[src/bdts_pkg.sv]
`timescale 1ns / 1ps

package bdts_pkg;

  // Field widths
  localparam int DayW    = 5;
  localparam int MonthW  = 4;
  localparam int YearW   = 12;
  localparam int HourW   = 5;
  localparam int MinuteW = 6;
  localparam int CursorW = 2;
  localparam int KeyW    = 3;

  // Stream widths (fields packed from bit 0, padded to whole bytes)
  localparam int InDataW  = 40;
  localparam int OutDataW = 40;

  // Opcodes
  localparam logic OP_BUTTON = 1'b0;
  localparam logic OP_LOAD   = 1'b1;

  // Edit modes
  localparam logic MODE_DATE = 1'b0;
  localparam logic MODE_TIME = 1'b1;

  // Key codes; codes above KEY_NONE do nothing
  localparam logic [KeyW-1:0] KEY_SELECT = 3'd0;
  localparam logic [KeyW-1:0] KEY_RIGHT  = 3'd1;
  localparam logic [KeyW-1:0] KEY_LEFT   = 3'd2;
  localparam logic [KeyW-1:0] KEY_UP     = 3'd3;
  localparam logic [KeyW-1:0] KEY_DOWN   = 3'd4;
  localparam logic [KeyW-1:0] KEY_NONE   = 3'd5;

  // Configuration register indexes
  localparam logic CFG_YEAR_MIN = 1'b0;
  localparam logic CFG_YEAR_MAX = 1'b1;

  // Cursor positions
  localparam logic [CursorW-1:0] CUR_FIRST  = 2'd0;
  localparam logic [CursorW-1:0] CUR_SECOND = 2'd1;
  localparam logic [CursorW-1:0] CUR_THIRD  = 2'd2;
  localparam logic [CursorW-1:0] CUR_TOP_DATE = 2'd2;
  localparam logic [CursorW-1:0] CUR_TOP_TIME = 2'd1;

  // Reset values
  localparam logic [YearW-1:0]   YEAR_MIN_RST = 12'd2017;
  localparam logic [YearW-1:0]   YEAR_MAX_RST = 12'd2117;
  localparam logic [DayW-1:0]    DAY_RST      = 5'd1;
  localparam logic [MonthW-1:0]  MONTH_RST    = 4'd1;
  localparam logic [YearW-1:0]   YEAR_RST     = 12'd2017;
  localparam logic [HourW-1:0]   HOUR_RST     = 5'd12;
  localparam logic [MinuteW-1:0] MINUTE_RST   = 6'd0;
  localparam logic [CursorW-1:0] CURSOR_RST   = 2'd0;

  // Wrap limits
  localparam logic [HourW-1:0]   HOUR_LAST   = 5'd23;
  localparam logic [MinuteW-1:0] MINUTE_LAST = 6'd59;
  localparam logic [MonthW-1:0]  MONTH_LAST  = 4'd12;

  // Divisibility by 25 of a 12-bit year: multiply by the inverse of 25
  // mod 4096; multiples of 25 map onto 0..163 and nothing else does.
  localparam logic [YearW-1:0] INV25     = 12'd3113;
  localparam logic [YearW-1:0] MAX_Q25   = 12'd163;

  typedef struct packed {
    logic [DayW-1:0]    day;
    logic [MonthW-1:0]  month;
    logic [YearW-1:0]   year;
    logic [HourW-1:0]   hour;
    logic [MinuteW-1:0] minute;
    logic [CursorW-1:0] cursor;
  } state_t;

  typedef struct packed {
    logic               opcode;
    logic [KeyW-1:0]    key;
    logic               edit_mode;
    logic [YearW-1:0]   load_year;
    logic [MonthW-1:0]  load_month;
    logic [DayW-1:0]    load_day;
    logic [HourW-1:0]   load_hour;
    logic [MinuteW-1:0] load_minute;
  } item_t;

  // Gregorian leap year
  function automatic logic is_leap(input logic [YearW-1:0] y);
    logic [YearW-1:0] prod;
    logic             div25;
    prod  = y * INV25;
    div25 = (prod <= MAX_Q25);
    return ((y[1:0] == 2'd0) && !div25) || ((y[3:0] == 4'd0) && div25);
  endfunction

  // Days in a month; zero for an invalid month
  function automatic logic [DayW-1:0] month_len(input logic [MonthW-1:0] m,
                                                input logic [YearW-1:0] y);
    logic [DayW-1:0] len;
    case (m)
      4'd1, 4'd3, 4'd5, 4'd7, 4'd8, 4'd10, 4'd12: len = 5'd31;
      4'd4, 4'd6, 4'd9, 4'd11:                   len = 5'd30;
      4'd2:    len = is_leap(y) ? 5'd29 : 5'd28;
      default: len = 5'd0;
    endcase
    return len;
  endfunction

endpackage

[src/bdts_calc.sv]
`timescale 1ns / 1ps

module bdts_calc (
  input  bdts_pkg::state_t                cur,
  input  bdts_pkg::item_t                 item,
  input  logic [bdts_pkg::YearW-1:0]      year_min,
  input  logic [bdts_pkg::YearW-1:0]      year_max,
  output bdts_pkg::state_t                nxt,
  output logic                            commit
);

  logic [bdts_pkg::CursorW-1:0] top;
  logic [bdts_pkg::CursorW:0]   cur_inc;
  logic [bdts_pkg::CursorW-1:0] cur_dec;
  logic [bdts_pkg::DayW-1:0]    len;
  logic [bdts_pkg::DayW:0]      day_inc;
  logic [bdts_pkg::MonthW:0]    month_inc;
  logic [bdts_pkg::HourW:0]     hour_inc;
  logic [bdts_pkg::MinuteW:0]   minute_inc;
  logic                         up;

  assign top = (item.edit_mode == bdts_pkg::MODE_DATE) ? bdts_pkg::CUR_TOP_DATE
                                                       : bdts_pkg::CUR_TOP_TIME;
  assign cur_inc    = {1'b0, cur.cursor} + 3'd1;
  assign len        = bdts_pkg::month_len(cur.month, cur.year);
  assign day_inc    = {1'b0, cur.day} + 6'd1;
  assign month_inc  = {1'b0, cur.month} + 5'd1;
  assign hour_inc   = {1'b0, cur.hour} + 6'd1;
  assign minute_inc = {1'b0, cur.minute} + 7'd1;
  assign up         = (item.key == bdts_pkg::KEY_UP);

  // Step the cursor left, wrapping at zero and capping at the top index
  always_comb begin
    logic [bdts_pkg::CursorW-1:0] c;
    c = (cur.cursor == bdts_pkg::CUR_FIRST) ? top : cur.cursor - 2'd1;
    cur_dec = (c > top) ? top : c;
  end

  // Apply one transaction to the edit state
  always_comb begin
    nxt    = cur;
    commit = 1'b0;
    if (item.opcode == bdts_pkg::OP_LOAD) begin
      nxt.year   = item.load_year;
      nxt.month  = item.load_month;
      nxt.day    = item.load_day;
      nxt.hour   = item.load_hour;
      nxt.minute = item.load_minute;
    end else begin
      case (item.key)
        bdts_pkg::KEY_SELECT: begin
          commit     = 1'b1;
          nxt.cursor = bdts_pkg::CUR_FIRST;
        end
        bdts_pkg::KEY_RIGHT: begin
          nxt.cursor = (cur_inc > {1'b0, top}) ? bdts_pkg::CUR_FIRST
                                               : cur_inc[bdts_pkg::CursorW-1:0];
        end
        bdts_pkg::KEY_LEFT: begin
          nxt.cursor = cur_dec;
        end
        bdts_pkg::KEY_UP, bdts_pkg::KEY_DOWN: begin
          if (item.edit_mode == bdts_pkg::MODE_DATE) begin
            // Day wraps at month length; left alone for an invalid month
            if (cur.cursor == bdts_pkg::CUR_FIRST) begin
              if (len != 5'd0) begin
                if (up) begin
                  nxt.day = (day_inc > {1'b0, len}) ? 5'd1
                                                    : day_inc[bdts_pkg::DayW-1:0];
                end else begin
                  nxt.day = (cur.day < 5'd2) ? len : cur.day - 5'd1;
                end
              end
            end else if (cur.cursor == bdts_pkg::CUR_SECOND) begin
              if (up) begin
                nxt.month = (month_inc > {1'b0, bdts_pkg::MONTH_LAST}) ? 4'd1
                            : month_inc[bdts_pkg::MonthW-1:0];
              end else begin
                nxt.month = (cur.month < 4'd2) ? bdts_pkg::MONTH_LAST
                                               : cur.month - 4'd1;
              end
            end else if (cur.cursor == bdts_pkg::CUR_THIRD) begin
              // Clamp the year, each bound tested on its own
              if (up) begin
                if (cur.year < year_max) nxt.year = cur.year + 12'd1;
              end else begin
                if (cur.year > year_min) nxt.year = cur.year - 12'd1;
              end
            end
          end else begin
            if (cur.cursor == bdts_pkg::CUR_FIRST) begin
              if (up) begin
                nxt.hour = (hour_inc > {1'b0, bdts_pkg::HOUR_LAST}) ? 5'd0
                           : hour_inc[bdts_pkg::HourW-1:0];
              end else begin
                nxt.hour = (cur.hour == 5'd0) ? bdts_pkg::HOUR_LAST
                                              : cur.hour - 5'd1;
              end
            end else if (cur.cursor == bdts_pkg::CUR_SECOND) begin
              if (up) begin
                nxt.minute = (minute_inc > {1'b0, bdts_pkg::MINUTE_LAST}) ? 6'd0
                             : minute_inc[bdts_pkg::MinuteW-1:0];
              end else begin
                nxt.minute = (cur.minute == 6'd0) ? bdts_pkg::MINUTE_LAST
                                                  : cur.minute - 6'd1;
              end
            end
          end
        end
        default: begin
          nxt = cur;
        end
      endcase
    end
  end

endmodule

[src/button_date_time_setter.sv]
`timescale 1ns / 1ps

// Channel  Direction  Handshake         Payload
// in_      slave      tvalid / tready   tuser: opcode; tdata: key .. load_minute
// out_     master     tvalid / tready   tdata: day_out .. commit
// cfg_     write      cfg_wr_en         cfg_addr selects year_min / year_max
//
// One transaction per cycle sustained while out_tready is high; a result
// passes through the input register, then the result register.
// The edit state updates as an item passes from the input register into the
// result register, so the next item sees it with no bubble.
// A stalled output holds its result; the input register refills behind it.
// Reset (synchronous, rst_n low) restores the edit state and the year bounds.

module button_date_time_setter (
  input  logic                              clk,
  input  logic                              rst_n,
  // [0] opcode
  input  logic                              in_tuser,
  // [2:0] key, [3] edit_mode, [15:4] load_year, [19:16] load_month,
  // [24:20] load_day, [29:25] load_hour, [35:30] load_minute, [39:36] zero
  input  logic [bdts_pkg::InDataW-1:0]      in_tdata,
  input  logic                              in_tvalid,
  output logic                              in_tready,
  // [4:0] day_out, [8:5] month_out, [20:9] year_out, [25:21] hour_out,
  // [31:26] minute_out, [33:32] cursor_out, [34] commit, [39:35] zero
  output logic [bdts_pkg::OutDataW-1:0]     out_tdata,
  output logic                              out_tvalid,
  input  logic                              out_tready,
  input  logic                              cfg_wr_en,
  input  logic                              cfg_addr,
  input  logic [bdts_pkg::YearW-1:0]        cfg_wdata
);

  bdts_pkg::item_t              in_item;
  bdts_pkg::item_t              item_r;
  logic                         in_vld_r;
  bdts_pkg::state_t             state_r;
  bdts_pkg::state_t             state_nxt;
  logic                         commit_nxt;
  logic [bdts_pkg::YearW-1:0]   year_min_r;
  logic [bdts_pkg::YearW-1:0]   year_max_r;
  logic [bdts_pkg::OutDataW-1:0] out_data_r;
  logic                         out_vld_r;
  logic                         proc_fire;

  // Unpack the input transaction
  assign in_item.opcode      = in_tuser;
  assign in_item.key         = in_tdata[2:0];
  assign in_item.edit_mode   = in_tdata[3];
  assign in_item.load_year   = in_tdata[15:4];
  assign in_item.load_month  = in_tdata[19:16];
  assign in_item.load_day    = in_tdata[24:20];
  assign in_item.load_hour   = in_tdata[29:25];
  assign in_item.load_minute = in_tdata[35:30];

  // Advance an item when the result register is free or draining
  assign proc_fire = in_vld_r && (!out_vld_r || out_tready);
  assign in_tready = !in_vld_r || proc_fire;

  // Hold the configuration registers
  always_ff @(posedge clk) begin
    if (!rst_n) begin
      year_min_r <= bdts_pkg::YEAR_MIN_RST;
      year_max_r <= bdts_pkg::YEAR_MAX_RST;
    end else if (cfg_wr_en) begin
      if (cfg_addr == bdts_pkg::CFG_YEAR_MIN) year_min_r <= cfg_wdata;
      if (cfg_addr == bdts_pkg::CFG_YEAR_MAX) year_max_r <= cfg_wdata;
    end
  end

  // Capture the input transaction
  always_ff @(posedge clk) begin
    if (!rst_n) begin
      in_vld_r <= 1'b0;
    end else if (in_tready) begin
      in_vld_r <= in_tvalid;
    end
  end

  always_ff @(posedge clk) begin
    if (in_tready && in_tvalid) begin
      item_r <= in_item;
    end
  end

  bdts_calc u_calc (
    .cur      (state_r),
    .item     (item_r),
    .year_min (year_min_r),
    .year_max (year_max_r),
    .nxt      (state_nxt),
    .commit   (commit_nxt)
  );

  // Update the edit state as the item is processed
  always_ff @(posedge clk) begin
    if (!rst_n) begin
      state_r.day    <= bdts_pkg::DAY_RST;
      state_r.month  <= bdts_pkg::MONTH_RST;
      state_r.year   <= bdts_pkg::YEAR_RST;
      state_r.hour   <= bdts_pkg::HOUR_RST;
      state_r.minute <= bdts_pkg::MINUTE_RST;
      state_r.cursor <= bdts_pkg::CURSOR_RST;
    end else if (proc_fire) begin
      state_r <= state_nxt;
    end
  end

  // Result register
  always_ff @(posedge clk) begin
    if (!rst_n) begin
      out_vld_r <= 1'b0;
    end else if (proc_fire) begin
      out_vld_r <= 1'b1;
    end else if (out_tready) begin
      out_vld_r <= 1'b0;
    end
  end

  always_ff @(posedge clk) begin
    if (proc_fire) begin
      out_data_r <= {5'd0, commit_nxt, state_nxt.cursor, state_nxt.minute,
                     state_nxt.hour, state_nxt.year, state_nxt.month,
                     state_nxt.day};
    end
  end

  assign out_tdata  = out_data_r;
  assign out_tvalid = out_vld_r;

  // The cursor never reaches an index beyond the date fields
  a_cursor_range: assert property (@(posedge clk) disable iff (!rst_n)
    state_r.cursor != 2'd3)
    else $error("cursor out of range");

  // A commit result always shows the cursor back at the first field
  a_commit_cursor: assert property (@(posedge clk) disable iff (!rst_n)
    out_vld_r && out_data_r[34] |-> out_data_r[33:32] == bdts_pkg::CUR_FIRST)
    else $error("commit with cursor not reset");

  // A processed item always lands in the result register
  a_proc_out: assert property (@(posedge clk) disable iff (!rst_n)
    proc_fire |=> out_vld_r)
    else $error("processed item lost");

  // A waiting input item is not overwritten while blocked
  a_in_hold: assert property (@(posedge clk) disable iff (!rst_n)
    in_vld_r && !proc_fire |=> in_vld_r && $stable(item_r))
    else $error("blocked input item changed");

endmodule

[config.mk]
export PLATFORM = sky130hd
export DESIGN_NAME = button_date_time_setter
export DESIGN_NICKNAME = d
export VERILOG_FILES = /design/src/bdts_pkg.sv /design/src/bdts_calc.sv /design/src/button_date_time_setter.sv
export SDC_FILE = /design/constraint.sdc
export NUM_CORES = 1
export LEC_CHECK = 0
export BUFFER_PORTS_ARGS = -buffer_cell sky130_fd_sc_hd__buf_2
export CORE_MARGIN = 2
export CORE_UTILIZATION = 54
export CTS_CLUSTER_DIAMETER = 150
export DETAILED_ROUTE_END_ITERATION = 10
export GPL_ROUTABILITY_DRIVEN = 0
export PLACE_DENSITY = 0.8
export SYNTH_ARGS = -nofsm -noshare
export SYNTH_HDL_FRONTEND = slang
export SYNTH_HIERARCHICAL = 1
export SYNTH_SLANG_ARGS = --single-unit
[constraint.sdc]
create_clock -name clk -period 3.85 [get_ports clk]
set_clock_uncertainty 0.05 [all_clocks]
set_input_delay 0.1925 -clock clk [delete_from_list [all_inputs] [get_ports clk]]
set_output_delay 0.1925 -clock clk [all_outputs]
set_load 0.05 [all_outputs]
After elaboration in Yosys (flattened, before gate mapping)
Index checks and enable logic that the tools add are counted.

Add/sub/neg operators: 12. Multipliers: 1. Order comparisons: 11. Eq/ne operators: 18. Multiplexer cells: 39. Bitwise gates (word level): 1. Reductions and logical operators: 23.

Operator list (number): two-way mux 32 bit (2); two-way mux 12 bit (5); two-way mux 5 bit (9); two-way mux 6 bit (5); two-way mux 21 bit (1); equality test 4 bit, second input constant (5); equality test 4 x 3 -> 1 bit, second input constant (4); two-way mux 16 bit (1); two-way mux 4 bit (4); case mux 5 bit (3 select lines) (1); adder 12 x 1 -> 12 bit, second input constant (1); adder 5 x 1 -> 6 bit, second input constant (2); > comparator 12 bit (1); less-or-equal comparator 12 x 8 -> 1 bit, second input constant (1); < comparator 12 bit (1); multiplier 12 x 11 -> 12 bit, second input constant (1); subtractor 12 x 1 -> 12 bit, second input constant (1); two-way mux 11 bit (1); two-way mux 2 bit (5); subtractor 5 x 1 -> 5 bit, second input constant (2); equality test 4 x 2 -> 1 bit, second input constant (2); adder 6 x 1 -> 7 bit, second input constant (1); > comparator 7 x 6 -> 1 bit, second input constant (1); OR reduction 7 bit (1); 34 further kinds (47).

Register bits after elaboration: 132. Input port bits: 59. Output and inout port bits: 42. Word-level logic and storage cells: 125.

Longest topological paths before layout
Depth in word-level cells: 15. Depth in mapped cells: 24. Gate-level depth less buffers: 24.

Hierarchy
Netlist, hierarchy kept.

By module, submodules not included: button_date_time_setter (instances 1, cells each 344, area each 4563.1 µm², sequential area each 3363.2 µm²); bdts_calc (instances 1, cells each 574, area each 3846.2 µm², sequential area each 0.0 µm²).

Least setup slack after synthesis
Ideal clock, no wire load.

Kind: flip-flop to flip-flop. Start point: register state_r[14] (netlist name). End point: register state_r[33] (netlist name). Library setup time: 72 ps. Data arrival time: 4085 ps. Data required time: 3728 ps. Path slack: -357 ps. Stages on the path, launching flop included: 24. Buffers on the path: 0. Period minus slack after synthesis: 4207 ps. Path through: dfxtp_1 -> ha_1 -> inv_1 -> fa_1 -> inv_1 -> ha_1 -> ha_1 -> a21o_1 -> a21o_1 -> a21oi_1 -> nor2b_1 -> mux2i_1 -> nor2_1 -> o21ai_0 -> ha_1 -> nor2b_1 -> o21a_1 -> o21ai_0 -> a21oi_1 -> nor2_1 -> a211oi_1 -> o31ai_1 -> nand2_1 -> mux2i_1.

RTL lines: from (decl) (line button_date_time_setter.sv:38) `bdts_pkg::state_t state_r;`; from (signal assigned) (line button_date_time_setter.sv:106) `state_r <= state_nxt;`.

==> results by group <==
Critical path
  • Critical path cell sequence: ha_4 > inv_2 > fa_1 > inv_2 > ha_4 > inv_2 > fa_2 > nor2b_1 > o21ai_1 > nand2b_1 > xnor2_1 > nand4_1 > nor2_1 > o21ai_1 > ha_2 > nor2b_1 > o21a_1 > o21ai_2 > a21oi_4 > a2111oi_4 > o31ai_2 > inv_1 > o311ai_2
  • Crit path launch type: flop
  • Crit-path leading delay family: adder cells
  • Arr. time, crit path: 4.53 ns
  • Critical path's most frequent cell: inv_2
  • Slowest stage delay, CP: 0.51 ns
  • WP data required: 4.13 ns
  • Critical path type: reg -> reg
  • Crit end category: flop
  • WP buf/inv: 4
  • Critical Path Slowest Stage Cell: fa_1
  • Crit path max fanout: 3

Floorplan
  • Die Span Y: about 130 µm
  • Number of core rows: 45
  • Placeable core region: 15200 µm²
  • Die X: 129 µm
  • Initial Util: 55.3%
  • Die area: 16600 µm²
  • # IOs: 101

Timing
  • RSZ-0062 raised after global routing: true
  • Fmax: 235 MHz
  • Final hold slack: 0.187 ns
  • Setup TNS: -3.03 ns
  • Period utilization: 110%
  • Setup violations, final: 10
  • Max-slew violations: 0
  • Worst slew pin tran: between 1 and 1.5 ns
  • Rel. slew slack: 26.5%
  • Fin crit period: 4.25 ns
  • Post-route setup slack: -0.400 ns
  • Final hold vios: 0

Clock network
  • CTS Buf Count: 17
  • CTS tree: done
  • Reg clk slew, reported paths: 0.06 ns
  • # clock sinks: around 130
  • Worst skew pair latency: 0.43 ns
  • Maximum clock path buffer count: 2
  • H-tree Lvls: 4
  • CTS root buf: clkbuf_16

Routing
  • Post-DR vias/cell: between 5 and 6
  • Drc violations: 0
  • Initial drt markers: 800
  • Routed wire length: between 20000 and 25000 µm
  • Routed length per instance: between 15 and 20 µm
  • Drt pass-1 iters: 6
  • ANT nets after route: 0
  • Total number of vias: 7428

Place
  • HPWL after DPL: 13800 µm
  • Port bufs: 91
  • Placed insts: 1175

Cells and area
  • Antenna cell count: 0
  • Leading cell type in the layout, fill and taps excluded: nand2_1
  • Commonest non-fill, non-tap cells in the layout: nand2_1 (138), buf_2 (91), inv_1 (74)
  • Fillers: between 1000 and 1500
  • Register area: roughly 3400 µm²
  • Finished Layout Cells: 1265
  • Fraction of layout cells with a size suffix above 1: 20.7%
  • Nets@finish: 1201
  • Area Growth Syn to Fin: 24.6%
  • Area of the multi-input gates: 4690 µm²

Power and ir drop
  • Combinational share of power: between 20% and 30%
  • Sw Ratio: between 20% and 30%
  • Leak: 0.00428 µW
  • Pwr Density: ~420 nW/µm²
  • Worst IR drop on VDD: 0.000440 V
  • Clock power frac: 39.2%
  • Sequential power share: 37.5%
  • Total net switching power: 1280 µW
  • Internal power: 3090 µW

Worst hold path
  • Hold Path Class: in -> reg

Global route
  • Pin count of the biggest net entering global routing: 59
  • Initial antenna violation count: 0
  • Vias in the first global route: 7107
  • First-pass GRT wire length: 34500 µm
  • Congestion Overflow GR: 0
  • Tot GR Track Use: 26.6%

Synthesis
  • Syn. warnings: 6
  • Mapped cell area: 8410 µm²
  • Mux cell area share after synthesis: 4.15%
  • Cells after Synth: 918
  • Top_reg_cell synth: edfxtp_1
  • Syn_area_per_cell: 9.16 µm²
  • Post-synth cell types: 80
  • Post-Synth Simple-Gate Area: about 17%
  • Largest family of logic cells by synthesized area: simple AND/OR/NAND/NOR gates
  • Post-synthesis register bit count: 132
  • Post-synth EDFFs: just over 70
  • Synth async-reset ratio: 0%
  • Post-synthesis sequential area ratio: 40.0%
  • Compound-Gate Fraction of Synth Area: 16.5%
  • XOR/XNOR share of the synthesized area: 2.81%
  • Adder-cell share of the synthesized area: 12.2%

Outcome
  • Outcome: complete, but fails checks
  • Failing checks: setup timing

Job
  • Max_cap viols: 0
## through the flow
step | utilization (%) | setup slack (ns) | power, µW | instance area, µm²
2_1_floorplan | - | -0.0290 | 2290 | 8530
3_3_place_gp | 60.1 | -0.237 | 2490 | 9130
3_5_place_dp | 60.1 | -0.365 | 2520 | 9130
4_1_cts | 68.3 | -0.250 | 4320 | 10400
5_1_grt | 68.9 | -0.617 | 4550 | 10500
6_report | 68.9 | -0.400 | 4360 | 10500
## cell type report
type                            instances  area share, %
Sequential cell                       132           32.3
Clock buffer                           20           4.67
Clock inverter                         12           1.34
Timing Repair Buffer                  178           11.8
Tap cell                              188           2.25
Multi-Input combinational cell        655           44.8
Inverter                               80           2.87
## tightest hold or removal path, cell delays in order
cell and delay, ns:
buf_2 0.10, nor2b_4 0.11, o21a_1 0.20
## layer usage
| metal | GRT usage, % | share of wire, % | wire [µm] |
|---|---|---|---|
| met1 | 34.0 | 43 | 9290 |
| met2 | 44.0 | 48 | 10500 |
| met3 | 5.65 | 6.5 | 1420 |
| met5 | 0 | 0 | 0 |
| met4 | 11.1 | 2.6 | 557 |
## Yosys cell counts (all sizes together) (9+ instances only)
library cell | number | share of area, %
a211oi | 10 | 0.89
o31ai | 9 | 0.80
o21ai | 67 | 4.0
nor3 | 19 | 1.1
nor2 | 45 | 2.2
nand2 | 138 | 6.2
nand3 | 32 | 2.0
dfxtp | 60 | 14
edfxtp | 72 | 26
a21boi | 15 | 1.3
inv | 80 | 3.6
a21oi | 36 | 2.1
buf | 26 | 2.3
ha | 71 | 11
a31oi | 14 | 1.0
xnor2 | 20 | 2.1
mux2i | 27 | 3.2
clkbuf | 29 | 1.3
o311ai | 11 | 1.1
## power by group through the flow
stage                     registers [µW]  logic (µW)  clock network (µW)
final                               1640        1020                1710
after detailed placement            1660         853                   0
after CTS                           1640         959                1720
after global placement              1660         828                   0
after global routing                1650        1110                1790
after floorplan                     1710         579                   0
## timing repair
action,4_1_cts,5_1_grt
resized for setup,12,14
hold buffers,50,0
pin swaps,16,19
setup buffers,6,2
endpoints found under the setup margin,10,10
hold endpoints to repair,59,0
## kinds of logic after synthesis
group                      after synthesis
AOI/OAI and AO/OA                      212
xor gates and xnor gates                27
adders and majority gates               78
buffers and inverters                  135
DFF                                    132
muxes                                   34
other                                    1
and+or+nand+nor                        299
## state kept, by name (all words and copies together) (netlist names)
name        cells
item_r         37
year_min_r     12
out_tdata      35
state_r        34
out_tvalid      1
in_vld_r        1
year_max_r     12
## final timing paths
| check | start | cells past startpoint | end | slack [ns] |
|---|---|---|---|---|
| worst min-delay path | out_tready | 3 | out_tvalid | 0.19 |
| worst max register to register | state_r[16] | 23 | state_r[29] | -0.40 |
| worst min register to register | year_max_r[5] | 2 | year_max_r[5] | 0.42 |
| worst max-delay path | state_r[16] | 23 | state_r[29] | -0.40 |
(Power assumes the default switching activity.)
